[config.mk]
export PLATFORM = sky130hd
export DESIGN_NAME = intel_hex_flash_loader_top_flat
export DESIGN_NICKNAME = d
export VERILOG_FILES = /design/src/rtl/core/ihfl_pkg.sv /design/src/rtl/core/ihfl_if.sv /design/src/rtl/core/ihfl_ram.sv /design/src/rtl/core/ihfl_front.sv /design/src/rtl/core/ihfl_back.sv /design/src/rtl/core/intel_hex_flash_loader_top.sv /design/src/flat_wrapper.sv
export SDC_FILE = /design/constraint.sdc
export NUM_CORES = 1
export LEC_CHECK = 0
export BUFFER_PORTS_ARGS = -buffer_cell sky130_fd_sc_hd__buf_2
export CAP_MARGIN = 20
export CORE_MARGIN = 4
export CORE_UTILIZATION = 30
export DETAILED_ROUTE_END_ITERATION = 10
export HOLD_SLACK_MARGIN = 0.1
export PLACE_DENSITY = 0.49
export SLEW_MARGIN = 20
export SYNTH_ARGS = -nofsm -noshare
export SYNTH_HDL_FRONTEND = slang
export SYNTH_SLANG_ARGS = --single-unit
export TNS_END_PERCENT = 10
[constraint.sdc]
create_clock -name clock -period 8.8 [get_ports clock]
set_input_delay 0.88 -clock clock [delete_from_list [all_inputs] [get_ports clock]]
set_output_delay 0.88 -clock clock [all_outputs]
set_load 0.01 [all_outputs]
[src/rtl/core/ihfl_pkg.sv]
// Package for the Intel HEX flash loader: result kinds, record types, states and queue entries.
// No dependencies.
package ihfl_pkg;

   typedef enum logic [1:0] {
      KIND_FILL   = 2'd0,
      KIND_COMMIT = 2'd1,
      KIND_ACK    = 2'd2,
      KIND_FINAL  = 2'd3
   } kind_type;

   localparam logic [7:0] REC_DATA = 8'h00;
   localparam logic [7:0] REC_EOF  = 8'h01;
   localparam logic [7:0] REC_SEG  = 8'h02;
   localparam logic [7:0] REC_SSA  = 8'h03;
   localparam logic [7:0] REC_LIN  = 8'h04;
   localparam logic [7:0] REC_SLA  = 8'h05;
   localparam logic [7:0] MIN_LINE = 8'd11;
   localparam logic [7:0] CH_COLON = 8'h3A;
   localparam logic [31:0] LIMIT_RESET = 32'd16384;

   localparam logic [0:0] CSR_FLASH_LIMIT = 1'b0;

   typedef enum logic [1:0] {
      BK_IDLE,
      BK_DATA,
      BK_EOF_FINAL
   } back_state_type;

   // one finished line handed from front to back
   typedef struct packed {
      logic        invalid;
      logic        sum_bad;
      logic [7:0]  rec_len;
      logic [15:0] rec_off;
      logic [7:0]  rec_type;
   } line_type;

   function automatic logic [3:0] hex_value(input logic [7:0] c);
      logic [3:0] v;
      v = 4'd0;
      if (c >= 8'h30 && c <= 8'h39) v = 4'(c - 8'h30);
      else if (c >= 8'h41 && c <= 8'h46) v = 4'(c - 8'h37);
      return v;
   endfunction

endpackage

[src/rtl/core/ihfl_if.sv]
// Valid/ready channel interface carrying a generic payload.
// Depends on nothing.
interface ihfl_if #(parameter int W = 8) (input logic clock);
   logic         valid;
   logic         ready;
   logic [W-1:0] payload;
   modport source (output valid, output payload, input ready);
   modport sink   (input valid, input payload, output ready);
endinterface

[src/rtl/core/ihfl_ram.sv]
// Generic single-write, single-read RAM with registered read data.
// No dependencies.
module ihfl_ram #(
   parameter int WIDTH = 8,
   parameter int DEPTH = 64
) (
   input  logic                     clock,
   input  logic                     we,
   input  logic [$clog2(DEPTH)-1:0] waddr,
   input  logic [WIDTH-1:0]         wdata,
   input  logic [$clog2(DEPTH)-1:0] raddr,
   output logic [WIDTH-1:0]         rdata
);
   logic [WIDTH-1:0] mem [DEPTH];
   always_ff @(posedge clock) begin
      if (we) mem[waddr] <= wdata;
      rdata <= mem[raddr];
   end
endmodule

[src/rtl/core/ihfl_front.sv]
// Front end: decodes characters of one line, writes data bytes to the data RAM,
// and pushes a line summary on end of line. Depends on ihfl_pkg.
module ihfl_front import ihfl_pkg::*; #(
   parameter int MAX_DATA_BYTES = 64,
   parameter int AW = 6
) (
   input  logic          clock,
   input  logic          reset,
   input  logic          in_valid,
   input  logic          in_op,
   input  logic [7:0]    in_ch,
   output logic          in_ready,
   input  logic          q_full,
   output logic          push,
   output line_type      push_line,
   output logic          ram_we,
   output logic [AW-1:0] ram_waddr,
   output logic [7:0]    ram_wdata
);
   localparam logic [8:0] MAXB = 9'(MAX_DATA_BYTES);

   logic [7:0]  cnt_ff, cnt_in;
   logic [3:0]  nib_ff, nib_in;
   logic [7:0]  len_ff, len_in;
   logic [15:0] off_ff, off_in;
   logic [7:0]  typ_ff, typ_in;
   logic [7:0]  sum_ff, sum_in;
   logic        bad_ff, bad_in;

   logic [7:0] byte_v;
   logic [6:0] b;
   logic [8:0] dix;
   logic [9:0] need;

   // the data RAM is shared, so no character of the next line enters while the back end runs
   assign in_ready = !q_full;
   assign byte_v   = {nib_ff, hex_value(in_ch)};
   assign b        = 7'(cnt_ff[7:1] - 7'd1);
   assign dix      = 9'(b) - 9'd4;
   assign need     = 10'(MIN_LINE) + {1'b0, len_ff, 1'b0};

   always_comb begin
      cnt_in = cnt_ff; nib_in = nib_ff; len_in = len_ff; off_in = off_ff;
      typ_in = typ_ff; sum_in = sum_ff; bad_in = bad_ff;
      ram_we = 1'b0; ram_waddr = dix[AW-1:0]; ram_wdata = byte_v;
      push = 1'b0;
      push_line.invalid = bad_ff || cnt_ff < MIN_LINE || 10'(cnt_ff) < need ||
                          9'(len_ff) > MAXB;
      push_line.sum_bad = sum_ff != 8'd0;
      push_line.rec_len = len_ff;
      push_line.rec_off = off_ff;
      push_line.rec_type = typ_ff;
      if (in_valid && in_ready) begin
         if (in_op) begin
            push = 1'b1;
            cnt_in = '0; nib_in = '0; len_in = '0; off_in = '0;
            typ_in = '0; sum_in = '0; bad_in = 1'b0;
         end else if (cnt_ff != 8'd255) begin
            cnt_in = cnt_ff + 8'd1;
            if (cnt_ff == 8'd0) begin
               if (in_ch != CH_COLON) bad_in = 1'b1;
            end else if (cnt_ff[0]) begin
               nib_in = hex_value(in_ch);
            end else if (9'(b) <= 9'd4 + 9'(len_ff)) begin
               sum_in = sum_ff + byte_v;
               case (b)
                  7'd0: begin
                     len_in = byte_v;
                     if (9'(byte_v) > MAXB) bad_in = 1'b1;
                  end
                  7'd1: off_in = {byte_v, off_ff[7:0]};
                  7'd2: off_in = {off_ff[15:8], byte_v};
                  7'd3: typ_in = byte_v;
                  default: begin
                     if (9'(b) < 9'd4 + 9'(len_ff) && dix < MAXB) ram_we = 1'b1;
                  end
               endcase
            end
         end
      end
   end

   always_ff @(posedge clock) begin
      if (reset) begin
         cnt_ff <= '0; nib_ff <= '0; len_ff <= '0; off_ff <= '0;
         typ_ff <= '0; sum_ff <= '0; bad_ff <= 1'b0;
      end else begin
         cnt_ff <= cnt_in; nib_ff <= nib_in; len_ff <= len_in; off_ff <= off_in;
         typ_ff <= typ_in; sum_ff <= sum_in; bad_ff <= bad_in;
      end
   end
endmodule

[src/rtl/core/ihfl_back.sv]
// Back end: runs one queued record, reads data bytes from RAM, emits results.
// Depends on ihfl_pkg.
module ihfl_back import ihfl_pkg::*; #(
   parameter int MAX_DATA_BYTES = 64,
   parameter int PAGE_BYTES = 128,
   parameter int AW = 6
) (
   input  logic          clock,
   input  logic          reset,
   input  logic [31:0]   limit,
   input  logic          q_valid,
   input  line_type      q_line,
   output logic          pop,
   output logic [AW-1:0] ram_raddr,
   input  logic [7:0]    ram_rdata,
   output logic          out_valid,
   input  logic          out_ready,
   output logic [1:0]    out_kind,
   output logic [31:0]   out_address,
   output logic [15:0]   out_word,
   output logic          out_ok,
   output logic          out_last
);
   localparam logic [31:0] PMASK = 32'(PAGE_BYTES - 1);

   back_state_type st_ff, st_in;
   logic [31:0] base_ff, base_in;
   logic [31:0] page_ff, page_in;
   logic        err_ff, err_in;
   line_type    ln_ff, ln_in;
   logic [7:0]  dp_ff, dp_in;      // byte pointer in data record
   logic [1:0]  ph_ff, ph_in;      // 0 read low, 1 read high, 2 emit fill or address ack, 3 emit commit or ack
   logic [7:0]  lo_ff, lo_in;
   logic [31:0] addr_ff, addr_in;

   logic        ov_ff, ov_in;
   logic [1:0]  ok_kind_ff, ok_kind_in;
   logic [31:0] oa_ff, oa_in;
   logic [15:0] ow_ff, ow_in;
   logic        oo_ff, oo_in, ol_ff, ol_in;

   logic        slot;
   logic [32:0] endsum;
   logic [31:0] start_a;
   logic [8:0]  rd_ix;

   assign slot    = !ov_ff || out_ready;
   assign start_a = base_ff + 32'(q_line.rec_off);
   assign endsum  = 33'(base_ff) + 33'(q_line.rec_off) + 33'(q_line.rec_len);
   assign rd_ix   = (ph_ff == 2'd0) ? 9'(dp_ff) : 9'(dp_ff) + 9'd1;
   assign ram_raddr = rd_ix[AW-1:0];

   always_comb begin
      logic [7:0] rd;
      logic [7:0] hi;
      logic       inr;
      rd = 8'd0;
      hi = 8'd0;
      st_in = st_ff; base_in = base_ff; page_in = page_ff; err_in = err_ff;
      ln_in = ln_ff; dp_in = dp_ff; ph_in = ph_ff; lo_in = lo_ff;
      addr_in = addr_ff;
      ov_in = ov_ff && !out_ready;
      ok_kind_in = ok_kind_ff; oa_in = oa_ff; ow_in = ow_ff; oo_in = oo_ff; ol_in = ol_ff;
      pop = 1'b0;
      inr = 1'b0;
      case (st_ff)
         BK_IDLE: begin
            if (q_valid && slot) begin
               pop = 1'b1;
               ln_in = q_line;
               ov_in = 1'b1; ok_kind_in = KIND_ACK; oa_in = '0; ow_in = '0; ol_in = 1'b1;
               if (q_line.invalid) begin
                  err_in = 1'b1; oo_in = 1'b0;
               end else begin
                  if (q_line.sum_bad) err_in = 1'b1;
                  case (q_line.rec_type)
                     REC_DATA: begin
                        if (endsum > 33'(limit)) err_in = 1'b1;
                        if (q_line.rec_len != 8'd0) begin
                           ov_in = 1'b0;
                           st_in = BK_DATA; dp_in = '0; ph_in = 2'd0; addr_in = start_a;
                        end
                     end
                     REC_SEG, REC_LIN: begin
                        ov_in = 1'b0;
                        st_in = BK_DATA; dp_in = '0; ph_in = 2'd0;
                     end
                     REC_SSA, REC_SLA: ;
                     REC_EOF: begin
                        ok_kind_in = KIND_COMMIT; oa_in = page_ff + 32'(PAGE_BYTES);
                        ol_in = 1'b0; st_in = BK_EOF_FINAL;
                     end
                     default: err_in = 1'b1;
                  endcase
                  oo_in = !err_in;
                  if (q_line.rec_type == REC_EOF) oo_in = 1'b0;
               end
            end
         end
         BK_EOF_FINAL: begin
            if (slot) begin
               ov_in = 1'b1; ok_kind_in = KIND_FINAL; oa_in = '0; ow_in = '0;
               oo_in = !err_ff; ol_in = 1'b1; st_in = BK_IDLE;
            end
         end
         BK_DATA: begin
            // ram data of the previous phase
            case (ph_ff)
               2'd0: ph_in = 2'd1;
               2'd1: begin
                  inr = 9'(dp_ff) < 9'(ln_ff.rec_len) && 9'(dp_ff) < 9'(MAX_DATA_BYTES);
                  lo_in = inr ? ram_rdata : 8'd0;
                  ph_in = 2'd2;
               end
               2'd2: begin
                  if (slot) begin
                     rd = ram_rdata;
                     inr = 9'(dp_ff) + 9'd1 < 9'(ln_ff.rec_len) &&
                           9'(dp_ff) + 9'd1 < 9'(MAX_DATA_BYTES);
                     hi = inr ? rd : 8'd0;
                     if (ln_ff.rec_type == REC_DATA) begin
                        ov_in = 1'b1; ok_kind_in = KIND_FILL; oa_in = addr_ff & PMASK;
                        ow_in = {hi, lo_ff}; oo_in = 1'b0; ol_in = 1'b0;
                        if ((addr_ff & PMASK) == 32'(PAGE_BYTES - 2)) begin
                           ph_in = 2'd3;
                        end else if (9'(dp_ff) + 9'd2 >= 9'(ln_ff.rec_len)) begin
                           ph_in = 2'd3;
                        end else begin
                           ph_in = 2'd0; dp_in = dp_ff + 8'd2; addr_in = addr_ff + 32'd2;
                        end
                     end else begin
                        if (ln_ff.rec_type == REC_SEG)
                           base_in = 32'({lo_ff, hi}) << 4;
                        else
                           base_in = 32'({lo_ff, hi}) << 16;
                        ov_in = 1'b1; ok_kind_in = KIND_ACK; oa_in = '0; ow_in = '0;
                        oo_in = !err_ff; ol_in = 1'b1; st_in = BK_IDLE;
                     end
                  end
               end
               default: begin
                  if (slot) begin
                     ov_in = 1'b1; ow_in = '0; oo_in = 1'b0; ol_in = 1'b0;
                     if ((addr_ff & PMASK) == 32'(PAGE_BYTES - 2) && ok_kind_ff == KIND_FILL) begin
                        page_in = addr_ff & ~PMASK;
                        ok_kind_in = KIND_COMMIT; oa_in = addr_ff & ~PMASK;
                        if (9'(dp_ff) + 9'd2 < 9'(ln_ff.rec_len)) begin
                           ph_in = 2'd0; dp_in = dp_ff + 8'd2; addr_in = addr_ff + 32'd2;
                        end else begin
                           ok_kind_in = KIND_COMMIT;
                           ph_in = 2'd3; dp_in = 8'hFF;
                        end
                     end else begin
                        ok_kind_in = KIND_ACK; oa_in = '0; oo_in = !err_ff; ol_in = 1'b1;
                        st_in = BK_IDLE;
                     end
                  end else begin
                     ov_in = ov_ff && !out_ready;
                  end
               end
            endcase
         end
         default: st_in = BK_IDLE;
      endcase
   end

   always_ff @(posedge clock) begin
      if (reset) begin
         st_ff <= BK_IDLE; base_ff <= '0; page_ff <= '0; err_ff <= 1'b0; ov_ff <= 1'b0;
      end else begin
         st_ff <= st_in; base_ff <= base_in; page_ff <= page_in; err_ff <= err_in;
         ov_ff <= ov_in;
      end
      ln_ff <= ln_in; dp_ff <= dp_in; ph_ff <= ph_in; lo_ff <= lo_in;
      addr_ff <= addr_in; ok_kind_ff <= ok_kind_in; oa_ff <= oa_in; ow_ff <= ow_in;
      oo_ff <= oo_in; ol_ff <= ol_in;
   end

   assign out_valid   = ov_ff;
   assign out_kind    = ok_kind_ff;
   assign out_address = oa_ff;
   assign out_word    = ow_ff;
   assign out_ok      = oo_ff;
   assign out_last    = ol_ff;

`ifndef NO_ASSERTIONS
   a_hold: assert property (@(posedge clock) disable iff (reset)
      ov_ff && !out_ready |=> ov_ff && $stable(oa_ff)) else $error("result dropped");
   a_pop_idle: assert property (@(posedge clock) disable iff (reset)
      pop |-> st_ff == BK_IDLE) else $error("pop while busy");
   a_final: assert property (@(posedge clock) disable iff (reset)
      st_ff == BK_EOF_FINAL |-> ok_kind_ff == KIND_COMMIT) else $error("final order");
`endif
endmodule

[src/rtl/core/intel_hex_flash_loader_top.sv]
// Top level of the Intel HEX flash loader: CSR port, front, line queue, data RAM, back.
// Depends on ihfl_pkg, ihfl_if, ihfl_ram, ihfl_front, ihfl_back.
//  channel  dir  payload
//  req      in   op, ch
//  rsp      out  kind, address, word, ok, last
//  csr      in   APB, flash_limit_bytes at 0
// After an end of line, req.ready stays low until the back end has emitted the last
// result of that line (one-entry queue, data RAM shared). For each word a data record
// reads the low byte, reads the high byte and emits a fill; it adds a commit per page
// end and an ack, bounded by the single RAM read port. Synchronous active-high reset;
// no clearing pass. rsp stalls hold the back end and, through the queue, the req channel.
module intel_hex_flash_loader_top import ihfl_pkg::*; #(
   parameter int MAX_DATA_BYTES = 64,
   parameter int PAGE_BYTES = 128
) (
   input  logic        clock,
   input  logic        reset,
   ihfl_if.sink        req,
   ihfl_if.source      rsp,
   input  logic        csr_psel,
   input  logic        csr_penable,
   input  logic        csr_pwrite,
   input  logic [1:0]  csr_paddr,
   input  logic [31:0] csr_pwdata,
   output logic [31:0] csr_prdata,
   output logic        csr_pready
);
   localparam int AW = $clog2(MAX_DATA_BYTES);

   logic [31:0] limit_ff;
   logic        q_valid_ff;
   line_type    q_line_ff;
   logic        push, pop, we;
   line_type    push_line;
   logic [AW-1:0] waddr, raddr;
   logic [7:0]  wdata, rdata;
   logic [1:0]  kind;
   logic [31:0] addr;
   logic [15:0] word;
   logic        ok, last;

   assign csr_pready = 1'b1;
   assign csr_prdata = (csr_paddr[1] == CSR_FLASH_LIMIT) ? limit_ff : 32'd0;

   always_ff @(posedge clock) begin
      if (reset) limit_ff <= LIMIT_RESET;
      else if (csr_psel && csr_penable && csr_pwrite && csr_paddr[1] == CSR_FLASH_LIMIT)
         limit_ff <= csr_pwdata;
   end

   // queue busy until back end finishes the line (RAM shared)
   logic busy_ff;
   always_ff @(posedge clock) begin
      if (reset) begin
         q_valid_ff <= 1'b0; busy_ff <= 1'b0;
      end else begin
         if (push) begin
            q_valid_ff <= 1'b1; busy_ff <= 1'b1;
         end else if (pop) q_valid_ff <= 1'b0;
         if (rsp.valid && rsp.ready && last && !push) busy_ff <= 1'b0;
      end
      if (push) q_line_ff <= push_line;
   end

   ihfl_front #(.MAX_DATA_BYTES(MAX_DATA_BYTES), .AW(AW)) u_front (
      .clock, .reset,
      .in_valid(req.valid), .in_op(req.payload[8]), .in_ch(req.payload[7:0]),
      .in_ready(req.ready), .q_full(busy_ff),
      .push, .push_line, .ram_we(we), .ram_waddr(waddr), .ram_wdata(wdata)
   );

   ihfl_ram #(.WIDTH(8), .DEPTH(MAX_DATA_BYTES)) u_ram (
      .clock, .we, .waddr, .wdata, .raddr, .rdata
   );

   ihfl_back #(.MAX_DATA_BYTES(MAX_DATA_BYTES), .PAGE_BYTES(PAGE_BYTES), .AW(AW)) u_back (
      .clock, .reset, .limit(limit_ff),
      .q_valid(q_valid_ff), .q_line(q_line_ff), .pop,
      .ram_raddr(raddr), .ram_rdata(rdata),
      .out_valid(rsp.valid), .out_ready(rsp.ready),
      .out_kind(kind), .out_address(addr), .out_word(word), .out_ok(ok), .out_last(last)
   );

   assign rsp.payload = {kind, addr, word, ok, last};
endmodule

[src/flat_wrapper.sv]
// flat-port wrapper written by rule: the top's interface ports become plain ports
module intel_hex_flash_loader_top_flat import ihfl_pkg::*;
#(
   parameter int MAX_DATA_BYTES = 64,
   parameter int PAGE_BYTES = 128
)
  (clock, reset, csr_psel, csr_penable, csr_pwrite, csr_paddr, csr_pwdata, csr_prdata, csr_pready, req_valid, req_payload, req_ready, rsp_valid, rsp_payload, rsp_ready);
  ihfl_if #(.W(9)) req_i (.clock(clock));
  ihfl_if #(.W(52)) rsp_i (.clock(clock));
  input  logic clock;
  input  logic reset;
  input  logic csr_psel;
  input  logic csr_penable;
  input  logic csr_pwrite;
  input  logic [1:0] csr_paddr;
  input  logic [31:0] csr_pwdata;
  output logic [31:0] csr_prdata;
  output logic csr_pready;
  input wire logic [$bits(req_i.valid)-1:0] req_valid;
  input wire logic [$bits(req_i.payload)-1:0] req_payload;
  output wire logic [$bits(req_i.ready)-1:0] req_ready;
  output wire logic [$bits(rsp_i.valid)-1:0] rsp_valid;
  output wire logic [$bits(rsp_i.payload)-1:0] rsp_payload;
  input wire logic [$bits(rsp_i.ready)-1:0] rsp_ready;
  assign req_i.valid = req_valid;
  assign req_i.payload = req_payload;
  assign req_ready = req_i.ready;
  assign rsp_valid = rsp_i.valid;
  assign rsp_payload = rsp_i.payload;
  assign rsp_i.ready = rsp_ready;
  intel_hex_flash_loader_top #(.MAX_DATA_BYTES(MAX_DATA_BYTES), .PAGE_BYTES(PAGE_BYTES)) u_core (.clock(clock), .reset(reset), .req(req_i), .rsp(rsp_i), .csr_psel(csr_psel), .csr_penable(csr_penable), .csr_pwrite(csr_pwrite), .csr_paddr(csr_paddr), .csr_pwdata(csr_pwdata), .csr_prdata(csr_prdata), .csr_pready(csr_pready));
endmodule
==> metrics.md <==
| Metric | Value |
|---|---|
| Status | complete, no violations |
| Cts-stage hold buffer count | 0 |
| Boundary Pins | 137 |
| Post-Syn Nets | 3041 |
| CP Class | flip-flop to flip-flop |
| Routed wl met3 | 4720 µm |
| Clock transition at path regs | 0.06 ns |
| Synthesized area | 37400 µm² |
| Layout cell share with drive strength beyond 1 | 15.9% |
| Synth Flop Type | edfxtp_1 |
| Die width | 361 µm |
| Design area | 42800 µm² |
| Initial core utilization | 30.2% |
| Fin. max-slew vios | 0 |
| Largest net degree at the start of global routing | 129 |
| Syn-to-layout area delta | 14.4% |
| Antenna-violating nets left | 0 |
| DIE AREA | 130000 µm² |
| Final hold violations | 0 |
| Setup TNS | 0 ns |
| Sequential fraction of the synthesis area | 61.4% |
| Gr ovfl total | 0 |
| DR iter-0 viols | 1587 |
| CP required | 9.33 ns |
| Setup crit end kind | flip-flop |
| Max cap viols | 0 |
| CTS sink cnt | 816 |
| Number of synthesized flops with an enable pin | 664 |
| Total GRT Usage | 15.1% |
| Leakage power | 0.0154 µW |
| Startpoint types | flip-flop |
| Worst Path Arrival | 6.22 ns |
| RePlAce Congestion | 0.820 |
| Fmax | 176 MHz |
| Later-pin clock latency in the skew report | 0.69 ns |
| Placed cell area | 40000 µm² |
| Nets | 3170 |
| Post-synth ARST share | 0% |
| Min-delay worst type | flip-flop to flip-flop |
| Via density per instance | 4.91 |
| Min Tclk post-route | 5.69 ns |
| Root buffer cell | clkbuf_16 |
| PostCTS Resize Cnt | 0 |
| Yosys warning total | 0 |
| I/O Buffers | 134 |
| Top sig layer | met4 |
| Dpl hpwl | 65800 µm |
| Diodes inserted | 0 |
| CTS buffer count | 89 |
| Clock Path Buffers | 3 |
| Initial antenna violation count | 2 |
| Metal2 WL | 47900 µm |
| Worst-Margin Slew | 1.15 ns |
| Number of remaining DRC errors | 0 |
| Synth cell types | 77 |
| Peak supply drop | 0.147 mV |
| Pwr per Cell Area | 187 nW/µm² |
| Post-synthesis cell count | 2838 |
| Die height | 361 µm |
| Unrepaired setup endpoints after global routing | false |
| Rows | 129 |
| Period utilisation layout | 64.6% |
| Final Setup Violations | 0 |
| CP max FO | 8 |
| #FFs+latches synth | 816 |
| H-tree levels | 3 |
| First-pass GRT wire length | 149000 µm |
| Via count | 23000 |
| Setup repair bufs after CTS | 0 |
| Slew headroom | 22.7% |
| CTS tree | yes |
| Wire length on met1 | 44100 µm |
| Vias in the first global route | 23100 |
| Core ar. | 124000 µm² |
| Clock Skew | 0.0488 ns |
| Syn_area_per_cell | 13.2 µm² |
| Final wirelength | 99900 µm |
| Drt wl/cell | 21.4 µm |
| First-pass DRT Iterations | 5 |
==> logic make-up (layout without fill, tap and decap cells) <==
logic type | Yosys count | after routing | share of synthesized area [%]
adder cells (fa/ha/maj) | 153 | 153 | 5.40
buffers and inverters | 240 | 443 | 2.61
AO/OA/AOI/OAI | 447 | 447 | 7.64
XOR/XNOR | 142 | 142 | 3.32
multiplexers | 159 | 159 | 8.54
other | 1 | 1 | 0.0100
flip-flops | 816 | 816 | 61.4
AND/OR/NAND/NOR | 880 | 880 | 11.1
==> report_power, final <==
part / total, µW / leakage, µW / internal (µW) / switching (µW)
combinational: 183 / 0.00568 / 61.1 / 122
sequential: 4170 / 0.00838 / 4150 / 15.4
clock: 3640 / 0.00136 / 2050 / 1590
==> area by class of cell <==
cell class	instances	area, µm²
Fill cell	12100	81000
Sequential cell	816	23000
Multi-Input combinational cell	1782	13600
Clock buffer	122	2400
Tap cell	1637	2050
Timing Repair Buffer	170	981
Clock inverter	43	422
Inverter	108	405
==> state kept, by name, summed over array words and instances, names as in the netlist, 16 cells and up <==
register                   flops
u_core.u_back.page_ff         25
u_core.u_front.off_ff         16
u_core.u_back.out_word        16
u_core.u_back.addr_ff         32
u_core.q_line_ff              34
u_core.u_ram.mem             512
u_core.u_back.base_ff         28
u_core.u_back.out_address     32
u_core.limit_ff               32
u_core.u_back.ln_ff           16
==> layout by cell type (no fill, tap or decap), types with 20 or more instances in the layout <==
master and n:
o21ai_0 92, nand3_1 96, xnor2_1 85, and2_1 22
a22o_1 23, a21oi_1 138, ha_1 138, mux2i_1 26
nand2b_1 20, xor2_1 54, or2_2 28, clkbuf_1 28
dfxtp_1 148, edfxtp_1 664, buf_4 34, nor3_1 37
buf_2 133, nand4_1 30, nor2_1 231, mux4_2 128
nand2_1 290, clkbuf_16 89, inv_1 104, nor2b_1 21
o211ai_1 33, a22oi_1 26
==> synthesized netlist by cell type, types with 28 or more instances <==
cell	count	area share, %
ha_1	139	4.6
xnor2_1	88	2.1
a21oi_1	139	1.9
nand2_1	290	2.9
o21ai_0	92	1.2
edfxtp_1	664	53
mux4_2	128	7.7
nand3_1	96	1.3
o211ai_1	33	0.66
nor2_1	234	2.3
nand4_1	30	0.50
clkbuf_1	94	0.94
nor3_1	40	0.53
or2_2	28	0.47
inv_1	106	1.1
xor2_1	54	1.3
dfxtp_1	152	8.1
==> metal layers <==
layer	up-vias	GRT usage (%)
met5	-	0
met4	0	4.76
met3	162	2.62
met2	510	25.3
met1	11400	19.9
li1	10900	-
==> per-stage QoR <==
| step | power [µW] | worst slack (ns) | std cells | utilization, % | hold slack, ns |
|---|---|---|---|---|---|
| global route | 8280 | 2.72 | 4678 | 34.6 | 0.425 |
| global placement | 4430 | 3.11 | 4512 | 32.3 | 0.416 |
| finish | 7990 | 3.11 | 4678 | 34.6 | 0.430 |
| floorplan | 4350 | 4.02 | 2838 | - | 0.402 |
| CTS | 8090 | 3.06 | 4677 | 34.6 | 0.399 |
| detailed placement | 4440 | 3.13 | 4512 | 32.3 | 0.416 |
==> final timing paths <==
check                                start                    to  slack (ns)  cells after the start
hold / removal    u_core.u_front.typ_ff[2]   u_core.q_line_ff[2]        0.43                      0
setup / recovery  u_core.u_back.base_ff[4]  u_core.u_back.out_ok        3.11                     19
setup reg to reg  u_core.u_back.base_ff[4]  u_core.u_back.out_ok        3.11                     19
hold reg to reg   u_core.u_front.typ_ff[2]   u_core.q_line_ff[2]        0.43                      0
==> worst max-delay path, cell delays in order, from the launching register on <==
cell,delay (ns)
dfxtp_1,0.38
inv_1,0.08
fa_1,0.55
inv_1,0.05
ha_1,0.35
o21a_1,0.21
o31a_1,0.14
o21ai_0,0.23
o211ai_1,0.18
a31oi_1,0.67
nor3_1,0.15
xor2_1,0.18
ha_1,0.30
nand4_1,0.14
or4_1,0.52
nor3_1,0.22
nor3_1,0.08
a211oi_1,0.26
a21boi_0,0.59
a31o_2,0.26
Power figures use the tool's default switching activity.
